$ cat src/rtl/hkt_pkg.sv
// Shared types and constants for the held key table.
package hkt_pkg;

    localparam int CODE_W      = 8;
    localparam int COUNT_W     = 3;
    localparam int REPORT_KEYS = 6;
    localparam int REPORT_IDX_W = 3;

    // Key codes at or below this value are invalid and never stored.
    localparam logic [CODE_W-1:0] LAST_INVALID_CODE = 8'd3;

    typedef logic [CODE_W-1:0] code_t;

    typedef enum logic [1:0] {
        KIND_PRESS    = 2'd0,
        KIND_RELEASE  = 2'd1,
        KIND_QUERY    = 2'd2,
        KIND_SET_MODS = 2'd3
    } kind_t;

    typedef enum logic [1:0] {
        ST_IDLE   = 2'd0,
        ST_SCAN   = 2'd1,
        ST_UPDATE = 2'd2,
        ST_DONE   = 2'd3
    } state_t;

    function automatic logic code_valid(input code_t code);
        return code > LAST_INVALID_CODE;
    endfunction

endpackage

$ cat src/rtl/hkt_if.sv
// Handshake interfaces for the event and report channels of the held key table.
interface hkt_evt_if;
    logic                valid;
    logic                ready;
    hkt_pkg::kind_t      kind;
    logic [7:0]          key_usage;
    logic [7:0]          modifier_bits;

    modport source (output valid, output kind, output key_usage, output modifier_bits,
                    input ready);
    modport sink   (input valid, input kind, input key_usage, input modifier_bits,
                    output ready);
endinterface

interface hkt_rpt_if;
    logic       valid;
    logic       ready;
    logic       key_down;
    logic [2:0] held_count;
    logic [7:0] held_key_0;
    logic [7:0] held_key_1;
    logic [7:0] held_key_2;
    logic [7:0] held_key_3;
    logic [7:0] held_key_4;
    logic [7:0] held_key_5;
    logic [7:0] modifier_state;

    modport source (output valid, output key_down, output held_count,
                    output held_key_0, output held_key_1, output held_key_2,
                    output held_key_3, output held_key_4, output held_key_5,
                    output modifier_state, input ready);
    modport sink   (input valid, input key_down, input held_count,
                    input held_key_0, input held_key_1, input held_key_2,
                    input held_key_3, input held_key_4, input held_key_5,
                    input modifier_state, output ready);
endinterface

$ cat src/rtl/hkt_cell.sv
// One slot of the key table ring; it takes its neighbour's code when the ring shifts.
module hkt_cell (
    input  logic           clk,
    input  logic           rst_n,
    input  logic           shift,
    input  hkt_pkg::code_t din,
    output hkt_pkg::code_t dout
);

    hkt_pkg::code_t code_reg;
    hkt_pkg::code_t code_next;

    always_comb
    begin
        code_next = shift ? din : code_reg;
    end

    always_ff @(posedge clk or negedge rst_n)
    begin
        if (!rst_n)
        begin
            code_reg <= '0;
        end
        else
        begin
            code_reg <= code_next;
        end
    end

    assign dout = code_reg;

endmodule

$ cat src/rtl/held_key_table_core.sv
// Top level of the held key table: slot ring, sequencer and report assembly.
//
// The block keeps up to SLOT_COUNT held key codes and a modifier byte. Each beat on
// the evt channel carries a kind (press, release, query or set modifiers), a key code
// and a modifier byte; each produces exactly one beat on the rpt channel giving
// whether the code is held afterwards, the held codes packed in slot order, their
// count and the modifier byte. Unused report positions read zero.
//
// The slots sit in a ring of cells that shifts by one position per cycle while an event
// is being worked on, so the sequencer only ever looks at the head cell. An event makes
// two laps of the ring: the first finds whether the code is already held and where the
// first empty slot is, the second applies the press or release at the head and packs
// the report. The report beat is offered once both ring laps are done. One event is in
// flight at a time and evt.ready is high only while the block is idle, so a new event
// is not accepted until the report beat of the last one has been taken.
//
// Reset empties every slot and clears the modifier byte. If the receiver stalls,
// the report beat is held steady on rpt until it is taken, and no new event is
// accepted until then.
module held_key_table_core #(
    parameter int SLOT_COUNT = 6
) (
    input  logic        clk,
    input  logic        rst_n,
    hkt_evt_if.sink     evt,
    hkt_rpt_if.source   rpt
);

    localparam int IDX_W = (SLOT_COUNT > 1) ? $clog2(SLOT_COUNT) : 1;
    localparam logic [IDX_W-1:0] LAST_IDX = IDX_W'(SLOT_COUNT - 1);

    hkt_pkg::state_t state_reg;
    hkt_pkg::state_t state_next;

    logic [IDX_W-1:0]  step_reg;
    logic [IDX_W-1:0]  step_next;
    hkt_pkg::kind_t    kind_reg;
    hkt_pkg::kind_t    kind_next;
    hkt_pkg::code_t    code_reg;
    hkt_pkg::code_t    code_next;
    hkt_pkg::code_t    modifier_reg;
    hkt_pkg::code_t    modifier_next;
    logic              found_reg;
    logic              found_next;
    logic              free_found_reg;
    logic              free_found_next;
    logic [IDX_W-1:0]  ins_idx_reg;
    logic [IDX_W-1:0]  ins_idx_next;
    logic [hkt_pkg::COUNT_W-1:0] count_reg;
    logic [hkt_pkg::COUNT_W-1:0] count_next;
    logic              key_down_reg;
    logic              key_down_next;
    hkt_pkg::code_t    report_reg  [hkt_pkg::REPORT_KEYS];
    hkt_pkg::code_t    report_next [hkt_pkg::REPORT_KEYS];

    hkt_pkg::code_t    slot_q [SLOT_COUNT];
    hkt_pkg::code_t    head;
    hkt_pkg::code_t    new_val;
    logic              shift;
    logic              last_step;
    logic              evt_beat;
    logic              rpt_beat;

    // Ring of slot cells: each cell takes its upper neighbour, and the last cell
    // takes the (possibly rewritten) head value, so a full lap restores the order.
    for (genvar i = 0; i < SLOT_COUNT; i++)
    begin : g_cell
        hkt_pkg::code_t cell_din;

        if (i == SLOT_COUNT - 1)
        begin : g_tail
            assign cell_din = new_val;
        end
        else
        begin : g_body
            assign cell_din = slot_q[i+1];
        end

        hkt_cell u_cell (
            .clk   (clk),
            .rst_n (rst_n),
            .shift (shift),
            .din   (cell_din),
            .dout  (slot_q[i])
        );
    end

    assign head      = slot_q[0];
    assign last_step = (step_reg == LAST_IDX);
    assign evt_beat  = evt.valid && evt.ready;
    assign rpt_beat  = rpt.valid && rpt.ready;

    // Next state.
    always_comb
    begin
        state_next = state_reg;
        case (state_reg)
            hkt_pkg::ST_IDLE:
            begin
                if (evt_beat)
                begin
                    state_next = hkt_pkg::ST_SCAN;
                end
            end
            hkt_pkg::ST_SCAN:
            begin
                if (last_step)
                begin
                    state_next = hkt_pkg::ST_UPDATE;
                end
            end
            hkt_pkg::ST_UPDATE:
            begin
                if (last_step)
                begin
                    state_next = hkt_pkg::ST_DONE;
                end
            end
            hkt_pkg::ST_DONE:
            begin
                if (rpt_beat)
                begin
                    state_next = hkt_pkg::ST_IDLE;
                end
            end
            default:
            begin
                state_next = hkt_pkg::ST_IDLE;
            end
        endcase
    end

    // State decoded outputs.
    always_comb
    begin
        evt.ready = 1'b0;
        rpt.valid = 1'b0;
        shift     = 1'b0;
        case (state_reg)
            hkt_pkg::ST_IDLE:   evt.ready = 1'b1;
            hkt_pkg::ST_SCAN:   shift     = 1'b1;
            hkt_pkg::ST_UPDATE: shift     = 1'b1;
            hkt_pkg::ST_DONE:   rpt.valid = 1'b1;
            default:            shift     = 1'b0;
        endcase
    end

    // Value written back into the ring during the update lap. A release clears a
    // matching slot; a press that found no copy of its code lands in the first
    // empty slot seen during the scan lap.
    always_comb
    begin
        new_val = head;
        if (state_reg == hkt_pkg::ST_UPDATE && hkt_pkg::code_valid(code_reg))
        begin
            if (kind_reg == hkt_pkg::KIND_RELEASE && head == code_reg)
            begin
                new_val = '0;
            end
            else if (kind_reg == hkt_pkg::KIND_PRESS && !found_reg && free_found_reg
                     && step_reg == ins_idx_reg)
            begin
                new_val = code_reg;
            end
        end
    end

    // Datapath next values.
    always_comb
    begin
        step_next       = step_reg;
        kind_next       = kind_reg;
        code_next       = code_reg;
        modifier_next   = modifier_reg;
        found_next      = found_reg;
        free_found_next = free_found_reg;
        ins_idx_next    = ins_idx_reg;
        count_next      = count_reg;
        key_down_next   = key_down_reg;
        report_next     = report_reg;

        case (state_reg)
            hkt_pkg::ST_IDLE:
            begin
                if (evt_beat)
                begin
                    kind_next       = evt.kind;
                    code_next       = evt.key_usage;
                    step_next       = '0;
                    found_next      = 1'b0;
                    free_found_next = 1'b0;
                    if (evt.kind == hkt_pkg::KIND_SET_MODS)
                    begin
                        modifier_next = evt.modifier_bits;
                    end
                end
            end
            hkt_pkg::ST_SCAN:
            begin
                if (head == code_reg)
                begin
                    found_next = 1'b1;
                end
                if (!hkt_pkg::code_valid(head) && !free_found_reg)
                begin
                    free_found_next = 1'b1;
                    ins_idx_next    = step_reg;
                end
                if (last_step)
                begin
                    step_next     = '0;
                    count_next    = '0;
                    key_down_next = 1'b0;
                    for (int k = 0; k < hkt_pkg::REPORT_KEYS; k++)
                    begin
                        report_next[k] = '0;
                    end
                end
                else
                begin
                    step_next = step_reg + 1'b1;
                end
            end
            hkt_pkg::ST_UPDATE:
            begin
                if (hkt_pkg::code_valid(new_val))
                begin
                    report_next[count_reg[hkt_pkg::REPORT_IDX_W-1:0]] = new_val;
                    count_next = count_reg + 1'b1;
                    if (new_val == code_reg)
                    begin
                        key_down_next = 1'b1;
                    end
                end
                if (!last_step)
                begin
                    step_next = step_reg + 1'b1;
                end
            end
            default:
            begin
                step_next = step_reg;
            end
        endcase
    end

    always_ff @(posedge clk or negedge rst_n)
    begin
        if (!rst_n)
        begin
            state_reg      <= hkt_pkg::ST_IDLE;
            step_reg       <= '0;
            modifier_reg   <= '0;
            found_reg      <= 1'b0;
            free_found_reg <= 1'b0;
            ins_idx_reg    <= '0;
            count_reg      <= '0;
            key_down_reg   <= 1'b0;
        end
        else
        begin
            state_reg      <= state_next;
            step_reg       <= step_next;
            modifier_reg   <= modifier_next;
            found_reg      <= found_next;
            free_found_reg <= free_found_next;
            ins_idx_reg    <= ins_idx_next;
            count_reg      <= count_next;
            key_down_reg   <= key_down_next;
        end
    end

    always_ff @(posedge clk)
    begin
        kind_reg   <= kind_next;
        code_reg   <= code_next;
        report_reg <= report_next;
    end

    assign rpt.key_down       = key_down_reg;
    assign rpt.held_count     = count_reg;
    assign rpt.held_key_0     = report_reg[0];
    assign rpt.held_key_1     = report_reg[1];
    assign rpt.held_key_2     = report_reg[2];
    assign rpt.held_key_3     = report_reg[3];
    assign rpt.held_key_4     = report_reg[4];
    assign rpt.held_key_5     = report_reg[5];
    assign rpt.modifier_state = modifier_reg;

endmodule

$ cat src/flat_wrapper.sv
// flat-port wrapper written by rule: the top's interface ports become plain ports
module held_key_table_core_flat 
#(
    parameter int SLOT_COUNT = 6
)
  (clk, rst_n, evt_valid, evt_kind, evt_key_usage, evt_modifier_bits, evt_ready, rpt_valid, rpt_key_down, rpt_held_count, rpt_held_key_0, rpt_held_key_1, rpt_held_key_2, rpt_held_key_3, rpt_held_key_4, rpt_held_key_5, rpt_modifier_state, rpt_ready);
  hkt_evt_if evt_i ();
  hkt_rpt_if rpt_i ();
  input  logic clk;
  input  logic rst_n;
  input wire logic [$bits(evt_i.valid)-1:0] evt_valid;
  input wire logic [$bits(evt_i.kind)-1:0] evt_kind;
  input wire logic [$bits(evt_i.key_usage)-1:0] evt_key_usage;
  input wire logic [$bits(evt_i.modifier_bits)-1:0] evt_modifier_bits;
  output wire logic [$bits(evt_i.ready)-1:0] evt_ready;
  output wire logic [$bits(rpt_i.valid)-1:0] rpt_valid;
  output wire logic [$bits(rpt_i.key_down)-1:0] rpt_key_down;
  output wire logic [$bits(rpt_i.held_count)-1:0] rpt_held_count;
  output wire logic [$bits(rpt_i.held_key_0)-1:0] rpt_held_key_0;
  output wire logic [$bits(rpt_i.held_key_1)-1:0] rpt_held_key_1;
  output wire logic [$bits(rpt_i.held_key_2)-1:0] rpt_held_key_2;
  output wire logic [$bits(rpt_i.held_key_3)-1:0] rpt_held_key_3;
  output wire logic [$bits(rpt_i.held_key_4)-1:0] rpt_held_key_4;
  output wire logic [$bits(rpt_i.held_key_5)-1:0] rpt_held_key_5;
  output wire logic [$bits(rpt_i.modifier_state)-1:0] rpt_modifier_state;
  input wire logic [$bits(rpt_i.ready)-1:0] rpt_ready;
  assign evt_i.valid = evt_valid;
  assign evt_i.kind = evt_kind;
  assign evt_i.key_usage = evt_key_usage;
  assign evt_i.modifier_bits = evt_modifier_bits;
  assign evt_ready = evt_i.ready;
  assign rpt_valid = rpt_i.valid;
  assign rpt_key_down = rpt_i.key_down;
  assign rpt_held_count = rpt_i.held_count;
  assign rpt_held_key_0 = rpt_i.held_key_0;
  assign rpt_held_key_1 = rpt_i.held_key_1;
  assign rpt_held_key_2 = rpt_i.held_key_2;
  assign rpt_held_key_3 = rpt_i.held_key_3;
  assign rpt_held_key_4 = rpt_i.held_key_4;
  assign rpt_held_key_5 = rpt_i.held_key_5;
  assign rpt_modifier_state = rpt_i.modifier_state;
  assign rpt_i.ready = rpt_ready;
  held_key_table_core #(.SLOT_COUNT(SLOT_COUNT)) u_core (.clk(clk), .rst_n(rst_n), .evt(evt_i), .rpt(rpt_i));
endmodule
$ cat config.mk
export PLATFORM = sky130hd
export DESIGN_NAME = held_key_table_core_flat
export DESIGN_NICKNAME = d
export VERILOG_FILES = /design/src/rtl/hkt_pkg.sv /design/src/rtl/hkt_if.sv /design/src/rtl/hkt_cell.sv /design/src/rtl/held_key_table_core.sv /design/src/flat_wrapper.sv
export SDC_FILE = /design/constraint.sdc
export NUM_CORES = 1
export LEC_CHECK = 0
export BUFFER_PORTS_ARGS = -buffer_cell sky130_fd_sc_hd__buf_2
export CORE_ASPECT_RATIO = 1.1
export CORE_MARGIN = 1.5
export CORE_UTILIZATION = 45
export DETAILED_ROUTE_END_ITERATION = 12
export HOLD_SLACK_MARGIN = 0.12
export MAX_ROUTING_LAYER = met4
export PLACE_DENSITY = 0.71
export SETUP_SLACK_MARGIN = 0.2
export SYNTH_ARGS = -nofsm -noshare
export SYNTH_HDL_FRONTEND = slang
export SYNTH_SLANG_ARGS = --single-unit
$ cat constraint.sdc
create_clock -name clk -period 3.61 [get_ports clk]
set_input_delay 0.361 -clock clk [delete_from_list [all_inputs] [get_ports clk]]
set_output_delay 0.361 -clock clk [all_outputs]
set_load 0.1 [all_outputs]
# After elaboration in Yosys (flattened, before gate mapping)
# Cells that the tools add are included.
# word_totals
register_bits,128
input_bits,22
out_inout_bits,62
elab_cells,108
# op_classes
add_sub_neg,2
order_cmp,5
eq_ne,18
muxes,33
bitwise,1
n_reduce_logical,27
# ops
op,count
$mux W48,2
$pmux W48 S2,1
$bwmux W48,1
$mux W8,4
$demux W8 S3,1
$gt A8 B2 Y1 const B,3
$eq A8 B8 Y1,2
$mux W3,5
$reduce_and A3 Y1,5
$ne A2 B1 Y1 const B,6
$logic_and A1 B1 Y1,9
$mux W1,9
$pmux W3 S3,1
$mux W2,4
$pmux W2 S4,1
$reduce_and A4 Y1,2
$add A3 B1 Y3 const B,2
$eq A2 B2 Y1 const B,3
$ne A2 B2 Y1 const B,3
$pmux W1 S2,3
$pmux W3 S2,1
$eq A2 B1 Y1 const B,2
$ge A4 B4 Y1 const B,1
$logic_not A2 Y1,2
9 further kinds,13

# Longest topological paths before layout
# Gate-level depths: netlist of the first run.
# depth
ltp_word,11
ltp_mapped,9
depth_no_buf,8

# Hierarchy
# A second synthesis of the first run with hierarchy kept.
# unflattened
cells_unflattened,436
hier_area_um2,5831.8
# modules_own_cells
mod,n_inst,cells_per_inst,area_per_inst_um2,seq_area_each_um2
held_key_table_core,1,334,3842.4,2292.2
hkt_cell,6,17,331.6,200.2

# Worst setup path after synthesis of the first run
# OpenSTA, ideal clock, no wires.
# synth_path
kind,flip-flop to flip-flop
startpoint,register u_core.kind_reg[1]
endpoint,register u_core.count_reg (netlist bit u_core.rpt.held_count[2])
setup_ns,0.125
arrival_ns,3.450
required_time_ns,3.485
path_slack_ns,0.036
stages_incl_launch_ff,7
path_buffers,0
synth_period_minus_slack_ns,3.574
path_cell_list,edfxtp_1 > or4b_4 > nor4_4 > o31ai_1 > a311oi_4 > o21ai_0 > o2bb2ai_1
# synth_via
elab_chain_cells,10
elab_cells_between_ends,12
classes_between,order compare (1); eq/ne (2); mux (3); reduce/logical (6)
# synth_lines
item,line_no,source
from (decl),held_key_table_core.sv:37,hkt_pkg::kind_t kind_reg;
from (signal assigned),held_key_table_core.sv:275,kind_reg <= kind_next;
$logic_not A2 Y1,held_key_table_core.sv:160,else if (kind_reg == hkt_pkg::KIND_PRESS && !found_reg && free_found_reg
$logic_and A1 B1 Y1 (2 in a row),held_key_table_core.sv:160,
$logic_and A1 B1 Y1,held_key_table_core.sv:161,&& step_reg == ins_idx_reg)
$mux W8,held_key_table_core.sv:160,
$mux W8 *,held_key_table_core.sv:156,if (kind_reg == hkt_pkg::KIND_RELEASE && head == code_reg)
$mux W8 *,held_key_table_core.sv:154,if (state_reg == hkt_pkg::ST_UPDATE && hkt_pkg::code_valid(code_reg))
$gt A8 B2 Y1 *,hkt_pkg.sv:29,return code > LAST_INVALID_CODE;
$ne A2 B2 Y1 (no line) *,-,
$reduce_and A3 Y1 (no line) *,-,
to (signal assigned),held_key_table_core.sv:268,count_reg <= count_next;
to (decl),held_key_table_core.sv:49,logic [hkt_pkg::COUNT_W-1:0] count_reg;
# Every way passes the cells marked *; elsewhere a longest branch is shown, timed or not.
# A chain may end at the register's enable or synchronous reset.

# Worst setup path after layout of the first run
# layout_path
startpoint,register u_core.code_reg[3]
endpoint,register u_core.report_reg (netlist bit u_core.rpt.held_key_5[4]) (data pin)
# layout_via
elab_chain_cells,7
elab_cells_between_ends,9
classes_between,order compare (1); eq/ne (1); mux (5); reduce/logical (2)
# layout_lines
item,line_no,source
from (decl),held_key_table_core.sv:39,hkt_pkg::code_t code_reg;
from (signal assigned),held_key_table_core.sv:276,code_reg <= code_next;
branches (longest 3 deep; another with $gt A8 B2 Y1),-,
$mux W8 *,held_key_table_core.sv:154,
$bwmux W48 *,held_key_table_core.sv:228,report_next[count_reg[hkt_pkg::REPORT_IDX_W-1:0]] = new_val;
$mux W48 *,held_key_table_core.sv:226,if (hkt_pkg::code_valid(new_val))
$pmux W48 S2 *,held_key_table_core.sv:182,case (state_reg)
to (signal assigned),held_key_table_core.sv:277,report_reg <= report_next;
to (decl),held_key_table_core.sv:53,hkt_pkg::code_t report_reg [hkt_pkg::REPORT_KEYS];
# Mark *: on every way between the ends. The select of a mux whose other input is x is not followed.

==> metrics.txt, run 1 <==
Ant. Diodes=0; first-pass GRT wire length=19370 µm; largest family of logic cells by synthesized area=compound AO/OA/AOI/OAI gates; DIE WIDTH=109.0 µm; post-synthesis adder-cell area fraction=1.573%; Async SR Flop Fraction=54.69%; Post-Syn Area=5567 µm²; tightest hold margin=144.2 ps; Initial Utilization=46.26%; final slew viol count=0; most frequent cells in the layout=buf_2, dfrtp_1, a21oi_1, edfxtp_1, o21ai_0; TritonCTS Buffers=17; GRT Total Usage=20.10%; Post-Route Setup TNS=0 ps; die height=119.7 µm; Net Count, Synth=463; critical path class=register to register; vias in the first global route=3776; Synth area leader=dfrtp_1; Worst slew margin=43.73%; Yosys top cell area share=31.47%; most common cell after layout, fill and taps aside=buf_2; Die Area=13050 µm²; Rows=42; Min-Delay Path Class=input pin to register; startpoint types=register; clk_lat worst skew=410 ps; core area=12030 µm²; slew at the pin closest to its max-slew limit=844.0 ps; status=complete, no violations; GPL Wtd Cong=0.8108; Design Area, Final=6793 µm²; dominant synthesized flop cell=dfrtp_1; Post-DP Area=6195 µm²; Synth area leaders=dfrtp_1, edfxtp_1, mux2_2, a21oi_1, o21ai_0; Gate Count Post-Synth=434; Via Count=3822; drt pass-1 iters=5; Root Driver=clkbuf_16; remaining global-route overflow=0; critical path capture point type=register; Post-CTS Setup Inserts=0; H-tree lvl count=4; Synth Area in Simple Gates=6.788%; nets@finish=557; CTS tree=done; synthesis-to-layout area growth=22.03%; Synth Area in Compound Gates=13.46%; Routed Antenna Nets=0; initial antenna violation count=0; Fillers=996; RSZ-0062 raised after global routing=no; Synth cell types=42; WP data required=3730 ps; post-layout min period=2876 ps; Max Clk Rate=347.7 MHz; Tcrit/Tclk final=79.68%; drt total wl=11900 µm; syn_area_per_cell=12.83 µm²; largest net degree at the start of global routing=61; WP data arrival=3000 ps; IO buf count=83; vias per cell=5.499; Final Hold Fails=0; Max FO, Critical Path=7; routed len/inst=17.12 µm; register area share after synthesis=62.76%; Clock Skews=11.24 ps; Clock Sink Count=128; Sequential cell area=3493 µm²; Clock transition at path regs=60 ps; multi-input logic area=1972 µm²; mux share of post-synthesis cell area=11.58%; total of max-cap violations=0; Post-Synth XOR/XNOR Area=1.731%; max reg flops=48; yosys warns=0; # DRC=0; Detailed Route Iter0 Violations=312; post-DP HPWL=7926 µm; Final setup viols=0; share of layout cells above drive strength 1=34.57%; Longest Clk Path Bufs=2; Top Ports=84; register bit total from synthesis=128; number of synthesized flops with an enable pin=58
layer usage:
| metal | part of all wire (%) | track usage, % |
|---|---|---|
| met3 | 6.3 | 4.834 |
| met1 | 44 | 27.05 |
| met2 | 48 | 29.73 |
| met4 | 1.2 | 7.237 |
| met5 | 0 | - |
per-stage QoR:
stage	setup WS (ps)	util (%)	cells
5_1_grt	593.9	56.45	695
6_report	733.7	56.45	695
2_1_floorplan	197.4	-	434
3_5_place_dp	776.3	51.48	659
3_3_place_gp	808.3	51.48	659
4_1_cts	763.7	56.45	695
timing repair:
action / CTS / global route
resized for setup: 0 / 0
hold buffers: 4 / 0
hold endpoints to repair: 25 / 0
cells in the mapped netlist (7+ instances only):
cell / instances
mux2_2: 51
nand2_1: 14
o21ai_0: 54
a21oi_1: 60
edfxtp_1: 58
inv_1: 8
dfrtp_1: 70
mux2i_1: 7
clkbuf_1: 21
ha_1: 7
xor2_1: 7
nor2_1: 20
cells by family after synthesis:
| family | Yosys count |
|---|---|
| adder cells (fa/ha/maj) | 7 |
| AO/OA/AOI/OAI | 132 |
| flip-flops | 128 |
| multiplexers | 58 |
| AND/OR/NAND/NOR | 67 |
| buffers and inverters | 31 |
| XOR/XNOR | 11 |
path summary, 6_finish.rpt:
kind | start | end | slack [ps] | cells after the start
setup / recovery | u_core.code_reg[3] | u_core.rpt.held_key_5[4] | 730 | 6
hold reg to reg | u_core.g_cell[2].u_cell.dout[0] | u_core.g_cell[1].u_cell.dout[0] | 500 | 1
min in group asynchronous | rst_n | u_core.rpt.modifier_state[2] | 480 | 2
setup reg to reg | u_core.code_reg[3] | u_core.rpt.held_key_5[4] | 730 | 6
hold / removal | evt_key_usage[0] | u_core.code_reg[0] | 140 | 1
max in group asynchronous | rst_n | u_core.g_cell[0].u_cell.dout[0] | 2120 | 3
critical path, cell delays in order, from the launching register on:
cell	delay, ps
edfxtp_1	540
xor2_1	220
or4_4	580
nor3_1	190
o21ai_1	190
a22oi_1	700
a21oi_1	160
layout make-up:
class                           count  share of cell area [%]
Clock buffer                       17                   6.263
Clock inverter                     15                   1.952
Inverter                            9                  0.4973
Multi-Input combinational cell    275                   29.03
Sequential cell                   128                   51.43
Tap cell                          154                   2.837
Timing Repair Buffer               97                   7.994
Power of run 1 is not shown: default switching activity piles up to over one toggle a cycle in this logic, so the estimate is an artifact.
==> run 2, diff against run 1 <==
Settings changed: PLACE_DENSITY 0.71 to 0.68.
Clock period 3.61 ns to 2.95 ns, I/O delays scaled along.
==> metrics.txt, run 2 (synthesis gave the netlist of run 1 again) <==
drt total wl=11670 µm (was 11900 µm); total of max-cap violations=0 (unchanged); WHS Endpoint=u_core.free_found_reg (was u_core.code_reg[0]); Max Clk Rate=391.4 MHz (was 347.7 MHz); Post-CTS Setup Inserts=0 (unchanged); Ant. Diodes=0 (unchanged); drt pass-1 iters=5 (unchanged); clk_lat worst skew=410 ps (about the same); largest net degree at the start of global routing=59 (was 61); setup ws final=394.9 ps (was 733.7 ps); Inst Count DP=666 (was 659); crit-path cells=or4_4 -> o31a_1 -> and2_1 -> or3b_1 -> a21boi_4 -> a21oi_1 (was xor2_1 -> or4_4 -> nor3_1 -> o21ai_1 -> a22oi_1 -> a21oi_1); Design Area, Final=7029 µm² (was 6793 µm²); Rows=42 (unchanged); post-layout min period=2555 ps (was 2876 ps); Clock Sink Count=128 (unchanged); final slew viol count=0 (unchanged); most common cell after layout, fill and taps aside=buf_2 (unchanged); max incr delay on CP=610 ps (was 700 ps); Resize count post-CTS=0 (unchanged); remaining global-route overflow=0 (unchanged); initial antenna violation count=0 (unchanged); share of layout cells above drive strength 1=34.10% (was 34.57%); first-pass GRT wire length=19150 µm (was 19370 µm); status=complete, no violations (unchanged); RSZ-0062 raised after global routing=no (unchanged); RR Endpoint=u_core.rpt.held_key_1[3] (was u_core.rpt.held_key_5[4]); Detailed Route Iter0 Violations=333 (was 312); core area=12030 µm² (unchanged); WP buf/inv=0 (unchanged); Hold-fix buffers, CTS=19 (was 4); Tcrit/Tclk final=86.61% (was 79.68%); nets@finish=579 (was 557); Max FO, Critical Path=9 (was 7); H-tree lvl count=4 (unchanged); critical path's top delay family=simple AND/OR/NAND/NOR gates (was compound AO/OA/AOI/OAI gates); GPL Wtd Cong=0.8938 (was 0.8108); Fillers=973 (was 996); CTS tree=done (unchanged); worst reg2reg startpoint=u_core.code_reg[4] (was u_core.code_reg[3]); critical path class=register to register (unchanged); Initial Utilization=46.26% (unchanged); max reg flops=48 (unchanged); R2R depth=6 (unchanged); Worst slew margin=51.72% (was 43.73%); most frequent cells in the layout=buf_2, dfrtp_1, a21oi_1, edfxtp_1, o21ai_0 (unchanged); slew at the pin closest to its max-slew limit=724.3 ps (was 844.0 ps); Critical-path top delay cell=or4_4 (was a22oi_1); startpoint types=register (unchanged); Clock Skews=8.357 ps (was 11.24 ps); Die Area=13050 µm² (unchanged); vias per cell=5.386 (was 5.499); Top Ports=84 (unchanged); Longest Clk Path Bufs=2 (unchanged); routed len/inst=16.27 µm (was 17.12 µm); WHS Path Cells=4 (was 1); IO buf count=83 (unchanged); Routed Antenna Nets=0 (unchanged); Final setup viols=0 (unchanged); DIE WIDTH=109.0 µm (unchanged); TritonCTS Buffers=17 (unchanged); WP data arrival=2810 ps (was 3000 ps); Clock transition at path regs=60 ps (about the same); Min-Delay Path Class=input pin to register (unchanged); Hold Crit Start=evt_valid (was evt_key_usage[0]); synthesis-to-layout area growth=26.28% (was 22.03%); critical path capture point type=register (unchanged); Final Hold Fails=0 (unchanged); Final Util=58.41% (was 56.45%); Place WS=422.9 ps (was 776.3 ps); die height=119.7 µm (unchanged); post-DP HPWL=7673 µm (was 7926 µm); vias in the first global route=3796 (was 3776); GRT Total Usage=19.65% (was 20.10%); fin cells=717 (was 695); Post-DP Area=6247 µm² (was 6195 µm²); Via Count=3862 (was 3822); WP data required=3200 ps (was 3730 ps); worst reg2reg setup slack=390 ps (was 730 ps); Root Driver=clkbuf_16 (unchanged); # DRC=0 (unchanged)
run 2: changes by cell type in the layout (fill, tap and decap cells not counted), sizes merged:
cell,delta
bufinv,+2
clkinvlp,+2
buf,+7
dlygate4sd3,+15
inv,-2
clkinv,-2
run 2: metal layers:
metal  wire length [µm]  up-vias  track usage, %
li1                   -     1840               -
met1               5449     1881           25.98
met2               5473      135           29.73
met3                662        6           5.052
met4                 82        0           6.168
met5                  0        -               -
run 2: layout make-up:
cell class | count | area (µm²) | share of cell area (%)
Inverter | 9 | 33.78 | 0.4806
Multi-Input combinational cell | 275 | 1972 | 28.05
Clock inverter | 15 | 166.4 | 2.367
Timing Repair Buffer | 119 | 745.7 | 10.61
Tap cell | 154 | 192.7 | 2.741
Sequential cell | 128 | 3493 | 49.70
Clock buffer | 17 | 425.4 | 6.052
run 2: worst max-delay path by stage:
stage	from	endpoint	slack, ps	cells after the start
2_1_floorplan	u_core.code_reg[4]	u_core.rpt.held_count[2]	-460	6
3_3_place_gp	u_core.code_reg[4]	u_core.rpt.held_key_2[3]	500	6
3_5_place_dp	u_core.code_reg[4]	u_core.rpt.held_key_1[3]	420	6
4_1_cts	u_core.code_reg[4]	u_core.rpt.held_key_3[3]	410	6
5_1_grt	u_core.kind_reg[1]	u_core.rpt.held_key_5[3]	250	6
6_report	u_core.code_reg[4]	u_core.rpt.held_key_1[3]	390	6
run 2: per-stage QoR:
stage	hold WS, ps	TNS (ps)
after CTS	305.7	0
after detailed placement	397.1	0
final	321.1	0
after floorplan	-0.5911	-16320
after global placement	384.9	0
after global routing	344.0	0
run 2: worst register-to-register path: stages (launching register included):
cell and delay (ps):
edfxtp_1 430, or4_4 610, o31a_1 300, and2_1 300
or3b_1 420, a21boi_4 190, a21oi_1 170
Power of run 2 is left out for the same reason.
==> run 3, diff against run 2 <==
Settings changed: MAX_ROUTING_LAYER met4 to unset.
==> metrics.txt, run 3 (synthesis gave the netlist of run 1 again) <==
status=complete, no violations (unchanged); Rows=42 (unchanged); Max Clk Rate=391.2 MHz (was 391.4 MHz); wl on met1=5350 µm (was 5449 µm); GPL Wtd Cong=0.8792 (was 0.8938); H-tree lvl count=4 (unchanged); Root Driver=clkbuf_16 (unchanged); Clock transition at path regs=60 ps (about the same); remaining global-route overflow=0 (unchanged); Resize count post-CTS=0 (unchanged); routed len/inst=16.29 µm (was 16.27 µm); total of max-cap violations=0 (unchanged); nets@finish=579 (unchanged); die height=119.7 µm (unchanged); crit-path cells=or4_4 -> o31a_1 -> and2_1 -> or3b_1 -> a21boi_4 -> a21oi_1 (unchanged); WP data required=3200 ps (about the same); GRT Total Usage=19.01% (was 19.65%); IO buf count=83 (unchanged); vias in the first global route=3811 (was 3796); Longest Clk Path Bufs=2 (unchanged); wire length on met2=5471 µm (was 5473 µm); drt pass-1 iters=4 (was 5); critical path capture point type=register (unchanged); max reg flops=48 (unchanged); critical path class=register to register (unchanged); synthesis-to-layout area growth=26.28% (unchanged); CTS tree=done (unchanged); worst reg2reg startpoint=u_core.code_reg[4] (unchanged); startpoint types=register (unchanged); RSZ-0062 raised after global routing=no (unchanged); post-layout min period=2556 ps (was 2555 ps); Clock Sink Count=128 (unchanged); Critical path origin=u_core.code_reg[4] (unchanged); WL met3=765 µm (was 662 µm); final slew viol count=0 (unchanged); Clock Skews=7.108 ps (was 8.357 ps); Detailed Route Iter0 Violations=281 (was 333); critical path's top delay family=simple AND/OR/NAND/NOR gates (unchanged); Min-Delay Path Class=input pin to register (unchanged); share of layout cells above drive strength 1=34.10% (unchanged); most frequent cells in the layout=buf_2, dfrtp_1, a21oi_1, edfxtp_1, o21ai_0 (unchanged); DIE WIDTH=109.0 µm (unchanged); Tcrit/Tclk final=86.66% (was 86.61%); WP buf/inv=0 (unchanged); Initial Utilization=46.26% (unchanged); WP data arrival=2810 ps (about the same); largest net degree at the start of global routing=59 (unchanged); Hold Crit Start=evt_valid (unchanged); Critical-path top delay cell=or4_4 (unchanged); vias per cell=5.340 (was 5.386); Final setup viols=0 (unchanged); most common cell after layout, fill and taps aside=buf_2 (unchanged); Max FO, Critical Path=9 (unchanged); post-DP HPWL=7673 µm (unchanged); initial antenna violation count=0 (unchanged); highest routed layer=met4 (unchanged); first-pass GRT wire length=19090 µm (was 19150 µm); core area=12030 µm² (unchanged); setup ws final=393.7 ps (was 394.9 ps); clk_lat worst skew=400 ps (was 410 ps); max incr delay on CP=610 ps (about the same); drt total wl=11680 µm (was 11670 µm); Place WS=422.9 ps (unchanged); Routed Antenna Nets=0 (unchanged); Via Count=3829 (was 3862); Die Area=13050 µm² (unchanged); Ant. Diodes=0 (unchanged); Final Hold Fails=0 (unchanged); Worst slew margin=51.85% (was 51.72%); Top Ports=84 (unchanged); slew at the pin closest to its max-slew limit=722.3 ps (was 724.3 ps); TritonCTS Buffers=17 (unchanged); # DRC=0 (unchanged)
[run 3: cell counts in the layout (fill, tap and decap cells not counted)]
Identical to the previous run, type by type.
[run 3: metal layers]
layer  global-route usage [%]  vias up
met5                        0        -
met4                    6.250        0
met3                    5.160        8
met2                    29.65      139
met1                    25.65     1839
li1                         -     1843
[run 3: repair_timing]
item,in CTS,in global routing
hold buffers,19,0
endpoints found under the hold margin,48,0
buffers inserted,0,0
[run 3: metrics by stage]
step | hold WS [ps] | cells | TNS (ps) | area [µm²] | utilization (%)
after global routing | 344.0 | 717 | 0 | 7029 | 58.41
final | 321.9 | 717 | 0 | 7029 | 58.41
after floorplan | -0.5911 | 434 | -16320 | 5580 | -
after detailed placement | 397.1 | 666 | 0 | 6247 | 51.91
after CTS | 305.7 | 717 | 0 | 7029 | 58.41
after global placement | 384.9 | 666 | 0 | 6247 | 51.91
[run 3: layout make-up]
class | count | area, µm²
Multi-Input combinational cell | 275 | 1972
Tap cell | 154 | 192.7
Fill cell | 973 | 5005
Sequential cell | 128 | 3493
Clock inverter | 15 | 166.4
Timing Repair Buffer | 119 | 745.7
Clock buffer | 17 | 425.4
Inverter | 9 | 33.78
[run 3: worst min-delay path, cell delays in order]
cell and delay, ps:
buf_2 90, nand2_1 90, a21oi_1 150, nor2_1 50
[run 3: final timing paths]
kind / to / slack, ps / cells past startpoint
min reg2reg: u_core.g_cell[0].u_cell.dout[5] / 480 / 2
max reg2reg: u_core.rpt.held_key_1[3] / 390 / 6
max: u_core.rpt.held_key_1[3] / 390 / 6
min: u_core.free_found_reg / 320 / 4
max in group asynchronous: u_core.g_cell[5].u_cell.dout[5] / 1650 / 3
min in group asynchronous: u_core.g_cell[4].u_cell.dout[6] / 480 / 2
Power of run 3 is left out for the same reason.
